`config.mk`:
```
export PLATFORM = sky130hd
export DESIGN_NAME = wnp_predict
export DESIGN_NICKNAME = d
export VERILOG_FILES = /design/src/rtl/wnp_pkg.sv /design/src/rtl/wnp_predict.sv
export SDC_FILE = /design/constraint.sdc
export NUM_CORES = 2
export LEC_CHECK = 0
export BUFFER_PORTS_ARGS = -buffer_cell sky130_fd_sc_hd__buf_2
export CORE_MARGIN = 4
export CORE_UTILIZATION = 35
export DETAILED_ROUTE_END_ITERATION = 16
export MAX_ROUTING_LAYER = met4
export PLACE_DENSITY_LB_ADDON = 0.1
export SYNTH_ARGS = -nofsm -noshare
export SYNTH_HDL_FRONTEND = slang
export SYNTH_SLANG_ARGS = --single-unit
```
`constraint.sdc`:
```
create_clock -name clk -period 30.5 [get_ports clk]
set_input_delay 6.1 -clock clk [delete_from_list [all_inputs] [get_ports clk]]
set_output_delay 6.1 -clock clk [all_outputs]
set_load 0.02 [all_outputs]
```
`src/rtl/wnp_pkg.sv`:
```
// Shared types and constants for the weighted neighbor prediction decoder.
// No dependencies; every file in this folder but wnp_ram imports it.
package wnp_pkg;

    // Field and register widths.
    localparam int PIX_W      = 32;
    localparam int WEIGHT_W   = 16;
    localparam int SIZE_W     = 13;
    localparam int ROW_W      = 12;
    localparam int CFG_IDX_W  = 3;
    localparam int CFG_DATA_W = 16;

    // Fixed-point format of the weights.
    localparam int FRAC_BITS = 8;
    localparam int FRAC_MASK = (1 << FRAC_BITS) - 1;

    // Largest block height the row counter supports.
    localparam int HEIGHT_LIMIT = 4096;

    // Default line store depth.
    localparam int MAX_WIDTH_DEFAULT = 4096;

    // Reset values of the configuration registers.
    localparam logic signed [WEIGHT_W-1:0] WEIGHT_WEST_RESET      = 16'sd256;
    localparam logic signed [WEIGHT_W-1:0] WEIGHT_NORTH_RESET     = 16'sd256;
    localparam logic signed [WEIGHT_W-1:0] WEIGHT_NORTHWEST_RESET = -16'sd256;
    localparam logic [SIZE_W-1:0]          BLOCK_WIDTH_RESET      = 13'd64;
    localparam logic [SIZE_W-1:0]          BLOCK_HEIGHT_RESET     = 13'd64;

    // Configuration register indexes.
    typedef enum logic [CFG_IDX_W-1:0] {
        REG_WEIGHT_WEST      = 3'd0,
        REG_WEIGHT_NORTH     = 3'd1,
        REG_WEIGHT_NORTHWEST = 3'd2,
        REG_BLOCK_WIDTH      = 3'd3,
        REG_BLOCK_HEIGHT     = 3'd4
    } cfg_index_t;

    // Which predictor a pixel uses, set by its place in the block.
    typedef enum logic [1:0] {
        PRED_ZERO     = 2'd0,
        PRED_WEST     = 2'd1,
        PRED_NORTH    = 2'd2,
        PRED_WEIGHTED = 2'd3
    } pred_mode_t;

    // Position information that travels with each pixel.
    typedef struct packed {
        pred_mode_t mode;
        logic       last;
    } pos_info_t;

endpackage

```
`src/rtl/wnp_predict.sv`:
```
// Compute stage: input register, predictor and residual add, result register.
// Depends on wnp_pkg; reads and writes the line store through its ports.
module wnp_predict #(
    parameter int MAX_WIDTH = wnp_pkg::MAX_WIDTH_DEFAULT
) (
    input  logic                               clk,
    input  logic                               rst_n,
    // Residual channel.
    input  logic                               in_valid,
    output logic                               in_ready,
    input  logic signed [wnp_pkg::PIX_W-1:0]   residual,
    input  wnp_pkg::pos_info_t                 info,
    input  logic [$clog2(MAX_WIDTH)-1:0]       col,
    output logic                               accept,
    // Weights.
    input  logic signed [wnp_pkg::WEIGHT_W-1:0] weight_west,
    input  logic signed [wnp_pkg::WEIGHT_W-1:0] weight_north,
    input  logic signed [wnp_pkg::WEIGHT_W-1:0] weight_northwest,
    // Line store.
    input  logic [wnp_pkg::PIX_W-1:0]          rd_data,
    output logic                               wr_en,
    output logic [$clog2(MAX_WIDTH)-1:0]       wr_addr,
    output logic [wnp_pkg::PIX_W-1:0]          wr_data,
    // Pixel channel.
    output logic                               out_valid,
    input  logic                               out_ready,
    output logic signed [wnp_pkg::PIX_W-1:0]   pixel_value,
    output logic                               last_of_block
);

    import wnp_pkg::*;

    localparam int CNT_W  = $clog2(MAX_WIDTH);
    localparam int PROD_W = WEIGHT_W + PIX_W;
    localparam int SUM_W  = PROD_W + 2;

    // Stage registers.
    logic                    s_valid_reg;
    logic signed [PIX_W-1:0] residual_reg;
    pos_info_t               info_reg;
    logic [CNT_W-1:0]        addr_reg;
    logic                    byp_hit_reg;
    logic [PIX_W-1:0]        byp_data_reg;

    // Neighbor state.
    logic signed [PIX_W-1:0] west_reg;
    logic signed [PIX_W-1:0] nw_reg;

    // Result register.
    logic                    out_valid_reg;
    logic signed [PIX_W-1:0] pixel_reg;
    logic                    last_reg;

    logic                    s_adv;
    logic signed [PIX_W-1:0] above;
    logic signed [PROD_W-1:0] prod_w;
    logic signed [PROD_W-1:0] prod_n;
    logic signed [PROD_W-1:0] prod_nw;
    logic [SUM_W-1:0]        sum;
    logic [SUM_W-1:0]        sum_adj;
    logic [PIX_W-1:0]        pred;
    logic [PIX_W-1:0]        pix;

    // Handshake: the stage moves on whenever the result register is free
    // or drained in the same cycle, so a new beat can enter every cycle.
    assign s_adv    = s_valid_reg && (!out_valid_reg || out_ready);
    assign in_ready = !s_valid_reg || s_adv;
    assign accept   = in_valid && in_ready;

    // The row above comes from the store, or from the pixel written at the
    // very edge the store was read.
    assign above = byp_hit_reg ? byp_data_reg : rd_data;

    // Weighted prediction, divided by 256 with truncation toward zero.
    always_comb
    begin
        prod_w  = weight_west * west_reg;
        prod_n  = weight_north * above;
        prod_nw = weight_northwest * nw_reg;
        sum     = {{2{prod_w[PROD_W-1]}}, prod_w} +
                  {{2{prod_n[PROD_W-1]}}, prod_n} +
                  {{2{prod_nw[PROD_W-1]}}, prod_nw};
        sum_adj = sum + (sum[SUM_W-1] ? SUM_W'(FRAC_MASK) : SUM_W'(0));
    end

    // Predictor selection and reconstruction.
    always_comb
    begin
        unique case (info_reg.mode)
            PRED_ZERO:     pred = '0;
            PRED_WEST:     pred = west_reg;
            PRED_NORTH:    pred = above;
            PRED_WEIGHTED: pred = sum_adj[FRAC_BITS+PIX_W-1:FRAC_BITS];
        endcase
        pix = pred + residual_reg;
    end

    // Write the rebuilt pixel back to the line store as it leaves the stage.
    assign wr_en   = s_adv;
    assign wr_addr = addr_reg;
    assign wr_data = pix;

    // Stage control.
    always_ff @(posedge clk or negedge rst_n)
    begin
        if (!rst_n)
        begin
            s_valid_reg <= 1'b0;
            byp_hit_reg <= 1'b0;
        end
        else if (accept)
        begin
            s_valid_reg <= 1'b1;
            byp_hit_reg <= s_adv && (addr_reg == col);
        end
        else if (s_adv)
        begin
            s_valid_reg <= 1'b0;
            byp_hit_reg <= 1'b0;
        end
    end

    // Stage payload.
    always_ff @(posedge clk)
    begin
        if (accept)
        begin
            residual_reg <= residual;
            info_reg     <= info;
            addr_reg     <= col;
            byp_data_reg <= pix;
        end
    end

    // Neighbor pixels follow every pixel that leaves the stage.
    always_ff @(posedge clk or negedge rst_n)
    begin
        if (!rst_n)
        begin
            west_reg <= '0;
            nw_reg   <= '0;
        end
        else if (s_adv)
        begin
            west_reg <= pix;
            nw_reg   <= above;
        end
    end

    // Result register control.
    always_ff @(posedge clk or negedge rst_n)
    begin
        if (!rst_n)
        begin
            out_valid_reg <= 1'b0;
        end
        else if (s_adv)
        begin
            out_valid_reg <= 1'b1;
        end
        else if (out_ready)
        begin
            out_valid_reg <= 1'b0;
        end
    end

    // Result register payload.
    always_ff @(posedge clk)
    begin
        if (s_adv)
        begin
            pixel_reg <= pix;
            last_reg  <= info_reg.last;
        end
    end

    assign out_valid     = out_valid_reg;
    assign pixel_value   = pixel_reg;
    assign last_of_block = last_reg;

    // A full stage behind a stalled result register takes no new beat.
    assert property (@(posedge clk) disable iff (!rst_n)
        (s_valid_reg && out_valid_reg && !out_ready) |-> !in_ready)
        else $error("beat accepted while the stage is blocked");

    // A pixel leaving the stage always shows up in the result register.
    assert property (@(posedge clk) disable iff (!rst_n)
        s_adv |=> (out_valid_reg && pixel_reg == $past(pix)))
        else $error("stage result not captured");

    // The store bypass only applies to a beat that entered as another left.
    assert property (@(posedge clk) disable iff (!rst_n)
        byp_hit_reg |-> s_valid_reg)
        else $error("store bypass set without a pixel in the stage");

endmodule

```
== After elaboration in Yosys (flattened, before gate mapping) ==
Cells that the tools add are included.

* $add $sub $neg: 4
* Multipliers: 3
* Equal/unequal tests: 4
* Muxes and demuxes: 8
* Reductions and logical operators: 10

{| class="wikitable"
|+ Operator list
! cell !! count
|-
| $mul A16 B32 Y48 || 3
|-
| $pmux W32 S4 || 1
|-
| $add A49 B48 Y50 || 1
|-
| $add A48 B48 Y49 || 1
|-
| $add A40 B8 Y40 || 1
|-
| $add A32 B32 Y32 || 1
|-
| $mux W32 || 1
|-
| $eq A12 B12 Y1 || 1
|-
| $mux W8 || 1
|-
| $mux W1 || 5
|-
| $eq A2 B2 Y1 const B || 2
|-
| $reduce_bool A2 Y1 || 2
|-
| $logic_and A1 B1 Y1 || 3
|-
| $eq A2 B1 Y1 const B || 1
|-
| $logic_not A1 Y1 || 2
|-
| $logic_not A2 Y1 || 1
|-
| $logic_or A1 B1 Y1 || 2
|}

* Register bits after elaboration: 179
* Output and inout port bits: 81
* Word-level logic and storage cells: 41

== Depth between registers and ports, before layout ==
* Depth after elaboration: 8
* Mapped depth: 58

== Least setup slack after synthesis ==
Ideal clock, no wire load.

* Path type: input to output
* From: input port rd_data[8] (netlist bit)
* To: output port wr_data[31] (netlist bit)
* Arrival: 18.111 ns
* Data required time: 24.400 ns
* Path slack: 6.289 ns
* Cell stages on the path: 53
* Cells stage by stage: mux2_2 > clkbuf_1 > and2_1 > fa_1 > inv_1 > fa_1 > inv_1 > fa_1 > inv_1 > fa_1 > inv_1 > fa_1 > inv_1 > fa_1 > fa_1 > fa_1 > inv_1 > fa_1 > (+17 left out) > nand3_1 > a31o_2 > a22o_1 > ha_1 > clkbuf_1 > o21a_1 > o21a_1 > o221a_2 > a2bb2oi_1 > o21a_1 > o21a_1 > o21ai_1 > o41a_1 > a21boi_0 > o21bai_1 > xnor2_1 > and3_1 > nor2_1

* Longest elaborated chain between the ends: 8

{| class="wikitable"
|+ Ends and longest elaborated chain
! what !! RTL line !! RTL
|-
| start: declaration || wnp_predict.sv:20 || <nowiki>input logic [wnp_pkg::PIX_W-1:0] rd_data,</nowiki>
|-
| $mux W32 * || wnp_predict.sv:72 || <nowiki>assign above = byp_hit_reg ? byp_data_reg : rd_data;</nowiki>
|-
| $mul A16 B32 Y48 || wnp_predict.sv:78 || <nowiki>prod_n = weight_north * above;</nowiki>
|-
| $add A48 B48 Y49 || wnp_predict.sv:80 || <nowiki>sum = {{2{prod_w[PROD_W-1]}}, prod_w} +</nowiki>
|-
| $add A49 B48 Y50 || wnp_predict.sv:81 || <nowiki>{{2{prod_n[PROD_W-1]}}, prod_n} +</nowiki>
|-
| $mux W8 || wnp_predict.sv:83 || <nowiki>sum_adj = sum + (sum[SUM_W-1] ? SUM_W'(FRAC_MASK) : SUM_W'(0));</nowiki>
|-
| $add A40 B8 Y40 || wnp_predict.sv:83 ||
|-
| $pmux W32 S4 * || wnp_predict.sv:89 || <nowiki>unique case (info_reg.mode)</nowiki>
|-
| $add A32 B32 Y32 * || wnp_predict.sv:95 || <nowiki>pix = pred + residual_reg;</nowiki>
|-
| end: declaration || wnp_predict.sv:23 || <nowiki>output logic [wnp_pkg::PIX_W-1:0] wr_data,</nowiki>
|}

Every way passes the cells marked *; elsewhere a longest branch is shown, timed or not.

== Worst setup path after layout ==
* From: input port weight_north[15] (netlist bit)
* To: output port wr_data[29] (netlist bit)

* Longest elaborated chain between the ends: 7

{| class="wikitable"
|+ Ends and longest elaborated chain
! what !! RTL line !! RTL
|-
| start: declaration || wnp_predict.sv:17 || <nowiki>input logic signed [wnp_pkg::WEIGHT_W-1:0] weight_north,</nowiki>
|-
| $mul A16 B32 Y48 * || wnp_predict.sv:78 ||
|-
| $add A48 B48 Y49 * || wnp_predict.sv:80 ||
|-
| $add A49 B48 Y50 * || wnp_predict.sv:81 ||
|-
| $mux W8 || wnp_predict.sv:83 ||
|-
| $add A40 B8 Y40 * || wnp_predict.sv:83 ||
|-
| $pmux W32 S4 * || wnp_predict.sv:89 ||
|-
| $add A32 B32 Y32 * || wnp_predict.sv:95 ||
|}

Marked as above.

==> flow_metrics.py <==
metrics = {
    "run_status": {
        "status": "finished clean",
    },
    "drt": {
        "vias": 42300,
        "drc": 0,
        "wl_um": 195000,
        "ant_nets": 0,
        "drt-initial-drc-count": 2607,
        "firstDrtPassIters": 7,
        "viasPerCell": 4.82,
        "routedWlPerCell_um": 22.2,
    },
    "synth": {
        "synth_compound_area_frac": 0.0324,
        "post-synth-top-count-cell": "fa_1",
        "synthXorXnorAreaFrac": 0.0147,
        "synth_top_area_cell": "fa_1",
        "syn_nets": 8547,
        "synth-simple-area-share": 0.141,
        "synth_cell_types": 78,
        "syn_area_um2": 61800,
        "ys_async_sr_fraction": 0.374,
        "synth_top_family_by_area": "adder cells",
        "synth_seq_area_share": 0.0816,
        "synthMuxAreaShare": 0.0132,
        "synthCells": 6466,
        "synthTopCellsByArea": "fa_1 54%, inv_1 10%, nand2_1 7.2%, ha_1 5.7%, edfxtp_1 5.4%",
        "synth_ff_type": "edfxtp_1",
        "synthTopCellsByCount": "1669 x fa_1, 1642 x inv_1, 1182 x nand2_1",
        "synthDominantCellAreaShare": 0.541,
        "synth_warnings": 0,
        "synth_fa_ha_area_frac": 0.598,
        "synth_edf_count": 112,
        "yosys_register_bits": 179,
        "syn_avg_cell_area_um2": 9.56,
    },
    "timing": {
        "drv_slew": 0,
        "fin_crit_sh": 0.869,
        "maxSlewHeadroom": 0.0291,
        "grt_setup_unrepaired": "false",
        "hold_violations": 0,
        "clock_skew_ns": 0.0379,
        "min_period_ns": 26.49,
        "setup_tns_ns": 0,
        "worst_pin_slew_ns": 1.45,
        "max_freq_mhz": 37.7,
        "setup_viol": 0,
    },
    "finish": {
        "multi_input_area_um2": 49400,
        "regArea_um2": 5040,
        "nets": 8504,
        "drive_above_1_share": 0.0594,
        "utilization": 0.375,
        "synthToLayoutAreaGrowth_pct": 6.13,
        "nFillCells": 17800,
    },
    "global_routing": {
        "grt_start_max_net_pins": 59,
        "grt_overflow": 0,
        "antenna_found_initial": 24,
        "grt.total_usage": 0.225,
        "grt_pass1_vias": 46300,
        "grt_pass1_wl_um": 303000,
    },
    "clock_tree": {
        "cts_max_level": 4,
        "post_cts_resized": 0,
        "cts-buffers-inserted": 17,
        "post-cts-setup-buffers": 0,
        "cts.sinks": 179,
        "insertion_delay_ns": 0.53,
        "clockRootBuffer": "clkbuf_16",
        "cts-hold-fix-buffers": 0,
        "clk_path_buf_depth": 2,
        "cts.reportedPaths.clkPinSlew_ns": 0.08,
        "cts_tree": "built",
    },
    "placed_design": {
        "post-dp-hpwl_um": 171000,
        "io_buffers": 211,
        "finalWeightedCongestion": 0.901,
    },
    "die": {
        "core_um2": 175000,
        "die_area_um2": 183000,
        "die_h_um": 428,
        "ios": 212,
        "start_util": 0.354,
        "rows": 153,
        "fp.dieW_um": 428,
    },
    "setup_path": {
        "crit_family": "adder cells",
        "cp.required_ns": 24.40,
        "path_class": "input port to output pin",
        "cp_max_fo": 26,
        "cp-end-kind": "output pin",
        "cpMostUsedCell": "fa_1",
        "cp_slowest_cell": "clkinv_1",
        "crit_path_start_kind": "input port",
        "critPathBufInv": 5,
        "arrival_ns": 20.39,
        "slowest_delay_ns": 0.81,
    },
    "worst_hold_path": {
        "hold_class": "register to register",
    },
    "run": {
        "cap_violations": 0,
    },
}
==> final timing paths <==
kind | cells after the start | from | to | slack [ns]
setup / recovery | 47 | weight_north[15] | wr_data[29] | 4.01
hold / removal | 0 | info_reg[0] | last_of_block | 0.42
setup reg to reg | 51 | byp_hit_reg | west_reg[29] | 15.13
hold reg to reg | 0 | info_reg[0] | last_of_block | 0.42
max in group asynchronous | 2 | rst_n | byp_hit_reg | 23.74
min in group asynchronous | 1 | rst_n | nw_reg[31] | 5.56
==> worst reg2reg max path, delay by kind of cell (launching register included) <==
| kind | cells | cell delay, ns |
|---|---|---|
| fa+ha+maj | 12 | 5.61 |
| compound gates | 17 | 3.92 |
| simple gates | 11 | 3.12 |
| mux | 2 | 0.99 |
| buf+inv | 7 | 0.95 |
| flops | 1 | 0.36 |
| xor+xnor | 2 | 0.32 |
==> metal layers <==
layer | track usage | vias up | wire, um
met2 | 0.319 | 1008 | 81800
li1 | - | 18500 | -
met3 | 0.0412 | 91 | 12800
met1 | 0.344 | 22700 | 97900
met5 | - | - | 0
met4 | 0.0303 | 0 | 2270
==> final cells by class <==
class                   instances  area share
multi-input cells            4319       0.753
inverters                    1645      0.0942
flip-flops and latches        179      0.0769
well taps                    2325      0.0444
repair buffers                261      0.0219
clock buffers                  17     0.00649
clock inverters                15     0.00261
diodes                         13    0.000496
==> through the flow <==
stage | hold WS [ns] | area, um^2 | std cells | setup slack, ns
CTS | 0.425 | 65500 | 8761 | 3.98
global route | 0.448 | 65600 | 8769 | 3.08
floorplan | 0.400 | 61800 | 6466 | 6.29
finish | 0.424 | 65600 | 8774 | 4.01
detailed placement | 0.405 | 64900 | 8729 | 4.04
global placement | 0.402 | 64900 | 8729 | 4.18
==> logic make-up after synthesis <==
logic type | count (synthesis)
AO/OA/AOI/OAI | 293
flip-flops | 179
adder cells (fa/ha/maj) | 1950
multiplexers | 74
XOR/XNOR | 102
buffers and inverters | 1968
AND/OR/NAND/NOR | 1900
==> placed cells by master, fill, tap and decap left out, types with 13 or more instances in the layout <==
cell,n
clkbuf_16,17
nand3_1,32
nor3_1,24
o21ai_0,51
diode_2,13
nand2b_1,67
nor2_1,89
o21a_1,13
buf_4,51
a22o_1,29
ha_1,281
a31oi_1,14
inv_1,1642
and2_1,397
xnor2_1,64
fa_1,1669
nand2_1,1181
buf_2,210
xor2_1,37
a21oi_1,69
dfrtp_1,66
a21o_1,28
mux2_2,58
nand4_1,21
nor2b_1,35
edfxtp_1,112
Power is left out: the tool's default activity adds up to more than one toggle a clock period on the data nets, which glitch-free logic cannot reach.
