==> src/rtl/wnp_pkg.sv <==
// Shared types and constants for the weighted neighbor prediction decoder.
// No dependencies; every file in this folder but wnp_ram imports it.
package wnp_pkg;

    // Field and register widths.
    localparam int PIX_W      = 32;
    localparam int WEIGHT_W   = 16;
    localparam int SIZE_W     = 13;
    localparam int ROW_W      = 12;
    localparam int CFG_IDX_W  = 3;
    localparam int CFG_DATA_W = 16;

    // Fixed-point format of the weights.
    localparam int FRAC_BITS = 8;
    localparam int FRAC_MASK = (1 << FRAC_BITS) - 1;

    // Largest block height the row counter supports.
    localparam int HEIGHT_LIMIT = 4096;

    // Default line store depth.
    localparam int MAX_WIDTH_DEFAULT = 4096;

    // Reset values of the configuration registers.
    localparam logic signed [WEIGHT_W-1:0] WEIGHT_WEST_RESET      = 16'sd256;
    localparam logic signed [WEIGHT_W-1:0] WEIGHT_NORTH_RESET     = 16'sd256;
    localparam logic signed [WEIGHT_W-1:0] WEIGHT_NORTHWEST_RESET = -16'sd256;
    localparam logic [SIZE_W-1:0]          BLOCK_WIDTH_RESET      = 13'd64;
    localparam logic [SIZE_W-1:0]          BLOCK_HEIGHT_RESET     = 13'd64;

    // Configuration register indexes.
    typedef enum logic [CFG_IDX_W-1:0] {
        REG_WEIGHT_WEST      = 3'd0,
        REG_WEIGHT_NORTH     = 3'd1,
        REG_WEIGHT_NORTHWEST = 3'd2,
        REG_BLOCK_WIDTH      = 3'd3,
        REG_BLOCK_HEIGHT     = 3'd4
    } cfg_index_t;

    // Which predictor a pixel uses, set by its place in the block.
    typedef enum logic [1:0] {
        PRED_ZERO     = 2'd0,
        PRED_WEST     = 2'd1,
        PRED_NORTH    = 2'd2,
        PRED_WEIGHTED = 2'd3
    } pred_mode_t;

    // Position information that travels with each pixel.
    typedef struct packed {
        pred_mode_t mode;
        logic       last;
    } pos_info_t;

endpackage

==> src/rtl/wnp_position.sv <==
// Raster position tracker: column and row counters and the per-pixel mode.
// Depends on wnp_pkg.
module wnp_position #(
    parameter int MAX_WIDTH = wnp_pkg::MAX_WIDTH_DEFAULT
) (
    input  logic                          clk,
    input  logic                          rst_n,
    input  logic                          advance,
    input  logic [wnp_pkg::SIZE_W-1:0]    block_width,
    input  logic [wnp_pkg::SIZE_W-1:0]    block_height,
    output logic [$clog2(MAX_WIDTH)-1:0]  col,
    output wnp_pkg::pos_info_t            info
);

    import wnp_pkg::*;

    localparam int CNT_W = $clog2(MAX_WIDTH);
    localparam int EXT_W = ((CNT_W > SIZE_W) ? CNT_W : SIZE_W) + 1;
    localparam int HGT_W = ROW_W + 1;

    logic [CNT_W-1:0] col_reg;
    logic [CNT_W-1:0] col_next;
    logic [ROW_W-1:0] row_reg;
    logic [ROW_W-1:0] row_next;
    logic [EXT_W-1:0] col_plus;
    logic [HGT_W-1:0] row_plus;
    logic             row_end;
    logic             block_end;

    // End of row and end of block. A size of zero behaves as one, and sizes
    // above the store depth or the height limit are capped there.
    always_comb
    begin
        col_plus  = EXT_W'(col_reg) + EXT_W'(1);
        row_plus  = HGT_W'(row_reg) + HGT_W'(1);
        row_end   = (col_plus >= EXT_W'(MAX_WIDTH)) ||
                    (col_plus >= EXT_W'(block_width));
        block_end = row_end && ((row_plus >= HGT_W'(HEIGHT_LIMIT)) ||
                                (row_plus >= HGT_W'(block_height)));
    end

    // Predictor choice for the pixel at the current position.
    always_comb
    begin
        info.last = block_end;
        priority if (col_reg == '0 && row_reg == '0)
        begin
            info.mode = PRED_ZERO;
        end
        else if (row_reg == '0)
        begin
            info.mode = PRED_WEST;
        end
        else if (col_reg == '0)
        begin
            info.mode = PRED_NORTH;
        end
        else
        begin
            info.mode = PRED_WEIGHTED;
        end
    end

    // Counter update for the next pixel.
    always_comb
    begin
        priority if (block_end)
        begin
            col_next = '0;
            row_next = '0;
        end
        else if (row_end)
        begin
            col_next = '0;
            row_next = row_plus[ROW_W-1:0];
        end
        else
        begin
            col_next = col_plus[CNT_W-1:0];
            row_next = row_reg;
        end
    end

    always_ff @(posedge clk or negedge rst_n)
    begin
        if (!rst_n)
        begin
            col_reg <= '0;
            row_reg <= '0;
        end
        else if (advance)
        begin
            col_reg <= col_next;
            row_reg <= row_next;
        end
    end

    assign col = col_reg;

    // The column never leaves the line store.
    assert property (@(posedge clk) disable iff (!rst_n)
        EXT_W'(col_reg) < EXT_W'(MAX_WIDTH))
        else $error("column counter beyond line store depth");

    // After the last pixel of a block the position is back at the start.
    assert property (@(posedge clk) disable iff (!rst_n)
        (advance && info.last) |=> (col_reg == '0 && row_reg == '0))
        else $error("position not restarted after end of block");

    // The counters only move when a pixel is taken.
    assert property (@(posedge clk) disable iff (!rst_n)
        !advance |=> ($stable(col_reg) && $stable(row_reg)))
        else $error("position moved without a pixel");

endmodule

==> config.mk <==
export PLATFORM = sky130hd
export DESIGN_NAME = wnp_position
export DESIGN_NICKNAME = d
export VERILOG_FILES = /design/src/rtl/wnp_pkg.sv /design/src/rtl/wnp_position.sv
export SDC_FILE = /design/constraint.sdc
export NUM_CORES = 1
export LEC_CHECK = 0
export ABC_AREA = 1
export BUFFER_PORTS_ARGS = -buffer_cell sky130_fd_sc_hd__clkbuf_2
export CAP_MARGIN = 20
export CORE_AREA = 5 5 74 76
export CTS_CLUSTER_DIAMETER = 80
export CTS_CLUSTER_SIZE = 40
export DETAILED_ROUTE_END_ITERATION = 10
export DIE_AREA = 0 0 79 81
export HOLD_SLACK_MARGIN = 0.15
export PLACE_DENSITY = 0.75
export SYNTH_ARGS = -nofsm -noshare
export SYNTH_HDL_FRONTEND = slang
export SYNTH_SLANG_ARGS = --single-unit
==> constraint.sdc <==
create_clock -name clk -period 2.75 [get_ports clk]
set_input_delay 0.4125 -clock clk [delete_from_list [all_inputs] [get_ports clk]]
set_output_delay 0.4125 -clock clk [all_outputs]
set_load 0.02 [all_outputs]
# Word level (Yosys, flattened, before mapping)
# Index checks and enable logic that the tools add are counted.
[classes]
addsub = 2
n_lt_le_gt_ge = 4
mux = 7
n_reduce_logical = 8
[op_table]
columns = ["cell", "count"]
rows = [
  ["$mux W12", 4],
  ["$add A12 B1 Y13 const B", 2],
  ["$ge A13 B13 Y1", 2],
  ["$ge A13 B13 Y1 const B", 2],
  ["$logic_not A12 Y1", 2],
  ["$mux W2", 2],
  ["$logic_and A1 B1 Y1", 2],
  ["$logic_or A1 B1 Y1", 2],
  ["$reduce_and A2 Y1", 1],
  ["$reduce_bool A2 Y1", 1],
  ["$mux W1", 1],
]
[totals]
reg_bits = 24
output_inout_bits = 15

# Depth between registers and ports, before layout
# Gate-level depths: netlist (run 1).
[logic_depth]
ltp_word = 6
ltp_mapped = 23
depth_no_buf = 22

# Worst setup path before layout (run 1)
# OpenSTA, ideal clock, no wires.
[synth_path]
path_type = "register to output"
from = "reg col_reg[0], in the netlist col[0]"
to = "out info[0] (netlist bit)"
arrival_time_ns = 2.612
t_required_ns = 2.338
path_slack_ns = -0.275
stages_incl_launch_ff = 23
path_cell_list = "dfrtp_1 > ha_1 > nand2_1 > inv_1 > nand3_2 > nor2_2 > nand2_1 > xor2_1 > inv_1 > ha_1 > nand2_1 > inv_1 > a21oi_1 > nand2_1 > nor2_1 > nand2_1 > nand2_1 > nand2_1 > nand2_2 > nand2_4 > inv_1 > nor2_1 > buf_4"
[synth_via]
elab_chain_len = 4
elab_cells_between_ends = 5
classes_between = "add/sub: 1; order compare: 2; reduce/logical: 2"
[synth_rtl]
columns = ["item", "line_no", "rtl"]
rows = [
  ["start: declaration", "wnp_position.sv:21", "logic [CNT_W-1:0] col_reg;"],
  ["start signal: assignment", "wnp_position.sv:93", "col_reg <= col_next;"],
  ["$add A12 B1 Y13 *", "wnp_position.sv:34", "col_plus = EXT_W'(col_reg) + EXT_W'(1);"],
  ["$ge A13 B13 Y1, on equally long branches", "wnp_position.sv:36, wnp_position.sv:37", ""],
  ["$logic_or A1 B1 Y1 *", "wnp_position.sv:36", "row_end = (col_plus >= EXT_W'(MAX_WIDTH)) ||"],
  ["$logic_and A1 B1 Y1 *", "wnp_position.sv:38", "block_end = row_end && ((row_plus >= HGT_W'(HEIGHT_LIMIT)) ||"],
  ["end: declaration", "wnp_position.sv:12", "output wnp_pkg::pos_info_t info"],
]
# Mark *: on every way between the ends. The rest lies on a longest branch, timed or not.

==> impl_metrics.csv, run 1 <==
group,metric,value,unit
route,vias,2343,
grt,grt_max_degree,25,
yosys,synth_seq_area_share,25.92,%
yosys,yosysWarnings,0,
grt,grt_pass1_vias,2332,
setup_path,critPathMostFrequentCell,"nand2_1",
timing,tightest_slew,0.5929,ns
timing,finalCriticalPeriod,3.055,ns
timing,finClkSkew,0.008015,ns
grt,grt-ovfl-total,0,
yosys,ys_ff_latch,24,
floorplan,dieArea,6399,µm²
finish,seq_area,604.3,µm²
finish,final_cell_count_no_fill,469,
setup_path,crit_chain,"ha_4, nand2_2, inv_2, nand3_2, nor2_2, nand2_1, xor2_1, inv_1, ha_4, nand2_2, inv_2, a21oi_2, nand2_1, nor2_2, nand2_1, nand2_1, nand2_1, nand2_2, nand2_4, inv_4, nor2_4, buf_8",
clock_tree,cts_max_level,1,
setup_path,worstSetupPathDepth,22,
yosys,synth_top_family_by_area,"simple AND/OR/NAND/NOR gates",
setup_path,critical_path_peak_fanout,3,
yosys,yosysUniqueCellTypes,30,
place,dp_cells,447,
floorplan,ioPinCount,44,
grt,grt_antenna_before_repair,0,
timing,maxSlewHeadroom,60.48,%
yosys,yosys-top-cells-count,"nand2_1, inv_1, nand3_1, ha_1, dfrtp_1",
setup_path,crit_family,"simple AND/OR/NAND/NOR gates",
route,wl_per_cell,12.12,µm
timing,final_hold_viol_count,0,
clock_tree,clockBufferDepth,2,
timing,finalSetupViolations,13,
finish,multi_input_area,1533,µm²
finish,diodes,0,
setup_path,cp-start-kind,"flip-flop",
timing,drv_slew,0,
timing,setup_slack,-0.3047,ns
finish,fillers,392,
yosys,synth_adder_area_share,15.12,%
route,wl,5.683,mm
route,drtAntennaViolNets,0,
route,routed_via_density,4.996,
setup_path,crit_required,2.34,ns
setup_path,r2r_start,"col[0]$_DFFE_PN0P_",
yosys,synth_edf_count,0,
power_and_ir_drop,p_leak,1.769,nW
setup_path,critPathKind,"flip-flop to output port",
clock_tree,path_clk_slew,0.09,ns
setup_path,reg2reg_depth,24,
yosys,postSynthAreaPerCell,6.876,µm²
setup_path,reg2reg_slack,-0.21,ns
place,port_buffers,43,
finish,nets,473,
route,drt-pass1-iter-count,4,
power_and_ir_drop,irDropWorstVdd,0.0003595,V
timing,fin_tns_setup,-2.652,ns
yosys,synth_most_common_cell,"nand2_1",
setup_path,startpoint,"col[0]$_DFFE_PN0P_",
floorplan,placementRows,25,
clock_tree,cts_tree,"built",
yosys,synth_compound_area_share,6.371,%
yosys,synth-simple-area-share,34.18,%
grt,track_usage,18.82,%
clock_tree,hold_buffers,0,
setup_path,end_kind,"output port",
yosys,ys.flop_type,"dfrtp_1",
finish,syn_to_final_growth,30.35,%
yosys,netlist_area,2317,µm²
setup_path,crit_slowest_cell,"dfrtp_2",
hold_path,hold_class,"input port to asynchronous set/reset pin",
setup_path,cp_slowest_stage_delay,0.40,ns
route,drc,0,
clock_tree,clkSinkCount,24,
grt,grt_pass1_wl,9.749,mm
clock_tree,cts_made_buffers,3,
yosys,yosysTopAreaCellShare,25.92,%
floorplan,die_y,81,µm
timing,max_clock_freq,327.4,MHz
setup_path,path_buf_inv,5,
yosys,yosys.area.top_type,"dfrtp_1",
run_status,failed_checks,"setup timing",
clock_tree,clkLatencyLatePin,0.27,ns
yosys,synth_cells,337,
run_status,status,"complete, but fails checks",
finish,drive_above_1_share,30.84,%
flow_run,cap_violations,0,
yosys,synth_async_sr_flop_share,100.0,%
floorplan,initial_core_util,49.72,%
clock_tree,root_buffer,"clkbuf_8",
yosys,synthMuxAreaShare,0,%
power_and_ir_drop,p_per_area,503.3,nW/µm²
floorplan,core_area,4661,µm²
timing,fin_crit_sh,111.1,%
floorplan,fp.dieW,79,µm
yosys,synth.area.top_cells,"dfrtp_1, ha_1, nand2_1",
setup_path,reg2reg_to,"row_reg[4]$_DFFE_PN0P_",
route,drt_iter0_drc,116,
yosys,yosys.area_share.xor_xnor,5.670,%
setup_path,cp.arrival,2.64,ns
timing,rsz0062_at_grt,"yes",
yosys,synth_fp_nets,394,
place,gp_congestion,0.9043,
place,dp.final_hpwl,4.430,mm
[cell families (layout without fill, tap and decap cells)]
| group | count (synthesis) | in the layout |
|---|---|---|
| adder cells (fa/ha/maj) | 28 | 28 |
| buffers and inverters | 73 | 151 |
| AND/OR/NAND/NOR | 172 | 172 |
| AO/OA/AOI/OAI | 25 | 25 |
| XOR/XNOR | 15 | 15 |
| flip-flops | 24 | 24 |
[worst max-delay path by stage]
stage              end
4_1_cts        info[0]
2_1_floorplan  info[0]
5_1_grt        info[0]
3_5_place_dp   info[0]
6_report       info[0]
3_3_place_gp   info[0]
[stage by stage]
stage	instance area, µm²	power, W	setup slack, ns	util (%)	hold WS (ns)
2_1_floorplan	2351	0.0009563	-0.05471	-	0.1169
3_3_place_gp	2736	0.001213	-0.007393	58.71	0.4523
3_5_place_dp	2736	0.001227	-0.06317	58.71	0.4524
4_1_cts	2990	0.001506	-0.2463	64.16	0.1535
5_1_grt	3020	0.001648	-0.5005	64.81	0.1949
6_report	3020	0.001520	-0.3047	64.81	0.1262
[per-layer routing]
metal,track usage (%),part of all wire (%)
met5,0,0
met3,0.7761,4.2
met1,22.32,44
met2,35.94,50
met4,6.873,1.7
[where the power goes]
part           total [W]  switching, W  internal [W]
Combinational   0.000800      0.000469      0.000331
Sequential      0.000477     0.0000618      0.000415
Clock           0.000244      0.000116      0.000128
[what timing repair did]
item,in CTS,in global routing
setup buffers,16,3
setup endpoints to repair,1,25
endpoints found under the hold margin,0,0
resized for setup,18,12
pin swaps,13,11
[placed cells by master (no fill, tap or decap)]
| master | count |
|---|---|
| a21o_1 | 1 |
| a21oi_1 | 5 |
| a21oi_2 | 1 |
| a21oi_4 | 1 |
| and2_1 | 1 |
| buf_4 | 38 |
| buf_8 | 1 |
| clkbuf_2 | 42 |
| clkbuf_8 | 4 |
| dfrtp_1 | 21 |
| dfrtp_2 | 3 |
| ha_1 | 25 |
| ha_4 | 3 |
| inv_1 | 62 |
| inv_2 | 3 |
| inv_4 | 1 |
| nand2_1 | 82 |
| nand2_2 | 7 |
| nand2_4 | 2 |
| nand3_1 | 34 |
| nand3_2 | 3 |
| nand4_1 | 6 |
| nor2_1 | 14 |
| nor2_2 | 9 |
| nor2_4 | 7 |
| nor3_1 | 4 |
| nor4_1 | 2 |
| nor4b_1 | 1 |
| o2111ai_1 | 1 |
| o21a_1 | 1 |
| o21ai_0 | 7 |
| o21ai_1 | 4 |
| o21ai_2 | 2 |
| o22ai_1 | 2 |
| xnor2_1 | 3 |
| xnor2_2 | 1 |
| xor2_1 | 11 |
[cell type report]
type / instances / share of cell area (%)
multi-input cells: 240 / 50.75
flip-flops and latches: 24 / 20.01
repair buffers: 81 / 16.90
inverters: 66 / 8.285
well taps: 54 / 2.237
clock buffers: 4 / 1.823
Note: power is estimated with default switching activity, not from simulation.
==> inputs of run 2 (changes only) <==
PLACE_DENSITY = 0.86   (was 0.75)
==> run 2 against run 1 <==
  * The flow still finishes with violations (setup timing)
  * Sequential power up 2%
  * Worst hold slack improved by 0.011 ns
  * Via count rose by 4.8%
==> impl_metrics.csv, run 2 (same netlist as run 1, synthesis figures left out) <==
group,metric,value,unit
grt,grt_max_degree,25,
clock_tree,cts_made_buffers,3,
clock_tree,clockBufferDepth,2,
timing,final_hold_viol_count,0,
timing,finalCriticalPeriod,3.082,ns
setup_path,worstSetupPathDepth,14,
route,wl,6.604,mm
clock_tree,path_clk_slew,0.09,ns
timing,setup_slack,-0.3315,ns
grt,use_met2,36.78,%
setup_path,crit_required,2.34,ns
grt,grt_antenna_before_repair,0,
place,port_buffers,43,
timing,maxSlewHeadroom,59.62,%
route,drt-pass1-iter-count,4,
route,vias,2456,
clock_tree,clkSinkCount,24,
timing,fin_tns_setup,-1.053,ns
run_status,status,"complete, but fails checks",
floorplan,dieArea,6399,µm²
place,dp.final_hpwl,4.544,mm
timing,fin_crit_sh,112.1,%
flow_run,cap_violations,0,
floorplan,ioPinCount,44,
route,drc,0,
grt,grt-ovfl-total,0,
route,drtAntennaViolNets,0,
finish,post-route-util,68.81,%
setup_path,r2r_start,"row_reg[1]$_DFFE_PN0P_",
setup_path,reg2reg_slack,-0.08,ns
run_status,failed_checks,"setup timing",
setup_path,cp-start-kind,"flip-flop",
clock_tree,clkLatencyLatePin,0.27,ns
grt,use_met1,21.71,%
setup_path,crit_chain,"ha_2, nand2_2, nor2_4, nand3_4, nor2_4, nand3_1, xnor2_1, ha_1, a21o_1, nand4_1, nand2_1, nor2_2, nor2_4, buf_8",
place,pre_cts_ws,-0.08517,ns
setup_path,end_kind,"output port",
clock_tree,cts_tree,"built",
setup_path,critPathMostFrequentCell,"nor2_4",
timing,rsz0062_at_grt,"yes",
finish,syn_to_final_growth,38.39,%
finish,drive_above_1_share,36.59,%
setup_path,crit_family,"simple AND/OR/NAND/NOR gates",
power_and_ir_drop,power_switching,0.0007010,W
finish,diodes,0,
setup_path,cp.arrival,2.67,ns
grt,track_usage,18.79,%
setup_path,startpoint,"row_reg[1]$_DFFE_PN0P_",
timing,max_clock_freq,324.5,MHz
power_and_ir_drop,clkPwrFrac,15.2,%
route,drt_iter0_drc,151,
power_and_ir_drop,irDropWorstVdd,0.0003872,V
floorplan,core_area,4661,µm²
timing,drv_slew,0,
floorplan,fp.dieW,79,µm
hold_path,hold_class,"input port to asynchronous set/reset pin",
setup_path,critical_path_peak_fanout,3,
grt,grt-busiest-layer,"met2",
timing,finClkSkew,0.007336,ns
power_and_ir_drop,swShare,43.64,%
grt,grt_pass1_vias,2369,
setup_path,worstSetupEndpoint,"info[0]",
setup_path,crit_slowest_cell,"dfrtp_1",
floorplan,initial_core_util,49.72,%
setup_path,reg2reg_to,"row_reg[8]$_DFFE_PN0P_",
power_and_ir_drop,p_per_area,500.9,nW/µm²
power_and_ir_drop,p_int,0.0009054,W
power_and_ir_drop,power.share.sequential,30.3,%
setup_path,critPathKind,"flip-flop to output port",
timing,finalSetupViolations,13,
setup_path,reg2reg_depth,17,
clock_tree,root_buffer,"clkbuf_8",
place,gp_congestion,0.9256,
finish,mostFrequentLayoutCell,"nand2_1",
route,wl_per_cell,14.23,µm
finish,nets,468,
grt,met3_usage,1.885,%
clock_tree,cts_max_level,1,
grt,grt_pass1_wl,9.860,mm
setup_path,cp_slowest_stage_delay,0.36,ns
power_and_ir_drop,p_leak,1.771,nW
finish,final_cell_mix,"nand2_1, inv_1, clkbuf_2",
route,routed_via_density,5.293,
setup_path,path_buf_inv,1,
power_and_ir_drop,pwr-share-comb,54.5,%
floorplan,die_y,81,µm
timing,tightest_slew,0.6057,ns
floorplan,placementRows,25,
run 2: metrics by stage:
stage | cells | hold WS, ns | cell area (µm²) | total power (W)
6_report | 464 | 0.1372 | 3207 | 0.001606
5_1_grt | 464 | 0.1971 | 3207 | 0.001724
4_1_cts | 454 | 0.1685 | 2863 | 0.001508
3_5_place_dp | 446 | 0.4545 | 2729 | 0.001247
3_3_place_gp | 446 | 0.4494 | 2729 | 0.001213
2_1_floorplan | 337 | 0.1169 | 2351 | 0.0009563
run 2: timing repair:
item	CTS	global route
pin swaps	10	40
buffers inserted	4	9
gates cloned	0	2
setup endpoints to repair	1	22
hold buffers	0	0
gates resized for setup	13	64
hold endpoints to repair	0	0
run 2: power groups by stage:
stage                     Combinational (W)  Sequential (W)  Clock, W
after floorplan                    0.000414        0.000542         0
after global placement             0.000734        0.000479         0
after detailed placement           0.000764        0.000482         0
after CTS                          0.000788        0.000478  0.000243
after global routing               0.000972        0.000494  0.000259
final                              0.000875        0.000488  0.000243
run 2: layer usage:
| layer | wire length (µm) | up-vias |
|---|---|---|
| met3 | 280 | 19 |
| met4 | 154 | 0 |
| met1 | 2653 | 1142 |
| met5 | 0 | - |
| met2 | 3516 | 85 |
| li1 | - | 1210 |
run 2: area by class of cell:
cell class,instances,area [µm²]
multi-input cells,241,1712
fillers,368,1454
flip-flops and latches,24,606.8
repair buffers,75,513.0
inverters,66,252.7
well taps,54,67.56
clock buffers,4,55.05
run 2: worst min-delay path by stage:
stage	start	slack [ns]	end
floorplan	rst_n	0.12	col[0]$_DFFE_PN0P_
global placement	rst_n	0.45	col[7]$_DFFE_PN0P_
detailed placement	rst_n	0.45	col[1]$_DFFE_PN0P_
CTS	rst_n	0.17	col[7]$_DFFE_PN0P_
global route	rst_n	0.20	row_reg[6]$_DFFE_PN0P_
finish	rst_n	0.14	row_reg[6]$_DFFE_PN0P_
run 2: worst register-to-register path: stages, from the launching register on:
cell	delay [ns]
dfrtp_1	0.36
ha_2	0.19
nand2_2	0.07
nor2_4	0.15
nand3_4	0.10
nor2_4	0.15
nand3_1	0.12
xnor2_1	0.26
ha_1	0.30
a21o_1	0.16
nand4_1	0.08
nand2_1	0.08
nor2_2	0.20
buf_4	0.16
buf_6	0.11
clkbuf_16	0.15
nand3_2	0.07
nand2_1	0.08
==> inputs of run 3 (changes only) <==
RECOVER_POWER = 100   (was default)
==> run 3 against run 2 <==
  * The flow still finishes with violations (setup timing)
  * Design area barely moved
  * Critical path depth did not move
  * First-iteration DRC count did not move
  * Power barely moved
  * Clock power barely moved
  * Non-clock buffer count did not move
  * Maximum frequency barely moved
  * Worst setup slack got worse by 0.00064 ns
  * Combinational power barely moved
  * Critical path type unchanged
==> impl_metrics.csv, run 3 (same netlist as run 1, synthesis figures left out) <==
group,metric,value,unit
setup_path,critPathMostFrequentCell,"nor2_4",
finish,post-route-util,68.78,%
power_and_ir_drop,p_leak,1.768,nW
power_and_ir_drop,p_per_area,501.2,nW/µm²
finish,final_cell_mix,"nand2_1, inv_1, clkbuf_2",
place,dp.final_hpwl,4.544,mm
grt,grt_antenna_before_repair,0,
route,drt_iter0_drc,151,
setup_path,path_buf_inv,1,
timing,finClkSkew,0.006905,ns
route,drt-pass1-iter-count,4,
route,wl,6.608,mm
route,drtAntennaViolNets,0,
hold_path,hold_class,"input port to asynchronous set/reset pin",
floorplan,placementRows,25,
run_status,status,"complete, but fails checks",
finish,mostFrequentLayoutCell,"nand2_1",
timing,finalSetupViolations,13,
place,gp_congestion,0.9256,
setup_path,reg2reg_slack,-0.08,ns
floorplan,dieArea,6399,µm²
timing,rsz0062_at_grt,"yes",
timing,finalCriticalPeriod,3.082,ns
clock_tree,cts_tree,"built",
grt,track_usage,18.79,%
clock_tree,clkLatencyLatePin,0.27,ns
floorplan,fp.dieW,79,µm
setup_path,cp-start-kind,"flip-flop",
timing,setup_slack,-0.3322,ns
setup_path,critical_path_peak_fanout,3,
grt,grt_pass1_wl,9.860,mm
finish,fillers,367,
place,port_buffers,43,
timing,tightest_slew,1.306,ns
flow_run,cap_violations,0,
clock_tree,cts_made_buffers,3,
timing,max_clock_freq,324.4,MHz
setup_path,cp.arrival,2.67,ns
clock_tree,cts_max_level,1,
grt,grt_pass1_vias,2369,
setup_path,critPathKind,"flip-flop to output port",
floorplan,die_y,81,µm
route,routed_via_density,5.291,
clock_tree,clkSinkCount,24,
run_status,failed_checks,"setup timing",
place,pre_cts_ws,-0.08517,ns
timing,drv_slew,0,
power_and_ir_drop,irDropWorstVdd,0.0003875,V
route,vias,2455,
clock_tree,root_buffer,"clkbuf_8",
timing,fin_crit_sh,112.1,%
clock_tree,path_clk_slew,0.08,ns
setup_path,crit_slowest_cell,"dfrtp_1",
grt,grt-ovfl-total,0,
floorplan,initial_core_util,49.72,%
setup_path,crit_required,2.34,ns
floorplan,ioPinCount,44,
setup_path,cp_slowest_stage_delay,0.36,ns
route,drc,0,
grt,grt_max_degree,25,
clock_tree,clockBufferDepth,2,
finish,diodes,0,
timing,final_hold_viol_count,0,
finish,syn_to_final_growth,38.34,%
timing,fin_tns_setup,-1.059,ns
setup_path,crit_family,"simple AND/OR/NAND/NOR gates",
finish,nets,468,
setup_path,end_kind,"output port",
finish,drive_above_1_share,36.34,%
setup_path,crit_chain,"ha_2, nand2_2, nor2_4, nand3_4, nor2_4, nand3_1, xnor2_1, ha_1, a21o_1, nand4_1, nand2_1, nor2_2, nor2_4, buf_8",
floorplan,core_area,4661,µm²
timing,maxSlewHeadroom,12.93,%
route,wl_per_cell,14.24,µm
-- run 3: cell counts in the layout (fill, tap and decap cells not counted) --
Identical to the previous run, type by type.
-- run 3: cell type report --
| cell class | instances | area, µm² | share of cell area [%] |
|---|---|---|---|
| inverters | 66 | 252.7 | 7.884 |
| well taps | 54 | 67.56 | 2.108 |
| repair buffers | 75 | 511.7 | 15.96 |
| flip-flops and latches | 24 | 606.8 | 18.93 |
| multi-input cells | 241 | 1712 | 53.40 |
| clock buffers | 4 | 55.05 | 1.717 |
-- run 3: path summary, 6_finish.rpt --
path	start	end	cells after the start
setup reg to reg	row_reg[1]$_DFFE_PN0P_	row_reg[8]$_DFFE_PN0P_	17
min in group clk	row_reg[3]$_DFFE_PN0P_	row_reg[3]$_DFFE_PN0P_	2
setup / recovery	row_reg[1]$_DFFE_PN0P_	info[0]	14
hold / removal	rst_n	col[0]$_DFFE_PN0P_	1
max in group asynchronous	rst_n	col[3]$_DFFE_PN0P_	1
hold reg to reg	row_reg[3]$_DFFE_PN0P_	row_reg[3]$_DFFE_PN0P_	2
-- run 3: per-stage QoR --
step,instance area (µm²),total power [W],cells,hold WS (ns)
2_1_floorplan,2351,0.0009563,337,0.1169
3_3_place_gp,2729,0.001213,446,0.4494
3_5_place_dp,2729,0.001247,446,0.4545
4_1_cts,2863,0.001508,454,0.1685
5_1_grt,3206,0.001724,464,0.5547
6_report,3206,0.001607,464,0.4100
-- run 3: what timing repair did --
action | CTS | global route
gates resized for setup | 13 | 64
cloned | 0 | 2
pin swaps | 10 | 40
buffers inserted | 4 | 9
endpoints found under the setup margin | 1 | 22
hold buffers | 0 | 0
-- run 3: worst reg2reg max path, cell delays in order (launching register included) --
cell       delay (ns)
dfrtp_1          0.36
ha_2             0.19
nand2_2          0.07
nor2_4           0.15
nand3_4          0.10
nor2_4           0.15
nand3_1          0.12
xnor2_1          0.26
ha_1             0.30
a21o_1           0.16
nand4_1          0.08
nand2_1          0.08
nor2_2           0.20
buf_4            0.16
buf_6            0.11
clkbuf_16        0.15
nand3_2          0.07
nand2_1          0.08
-- run 3: report_power, final --
group          leakage, nW  internal [W]  switching [W]  total [W]
registers            0.317      0.000417      0.0000702   0.000487
logic                 1.42      0.000360       0.000515   0.000875
clock network       0.0288      0.000128       0.000116   0.000244
total                 1.77      0.000905       0.000701    0.00161
-- run 3: layer usage --
metal	vias up	part of all wire [%]	track usage, %
li1	1210	-	-
met1	1141	40	21.71
met2	85	53	36.78
met3	19	4.2	1.885
met4	0	2.3	4.811
met5	-	0	0
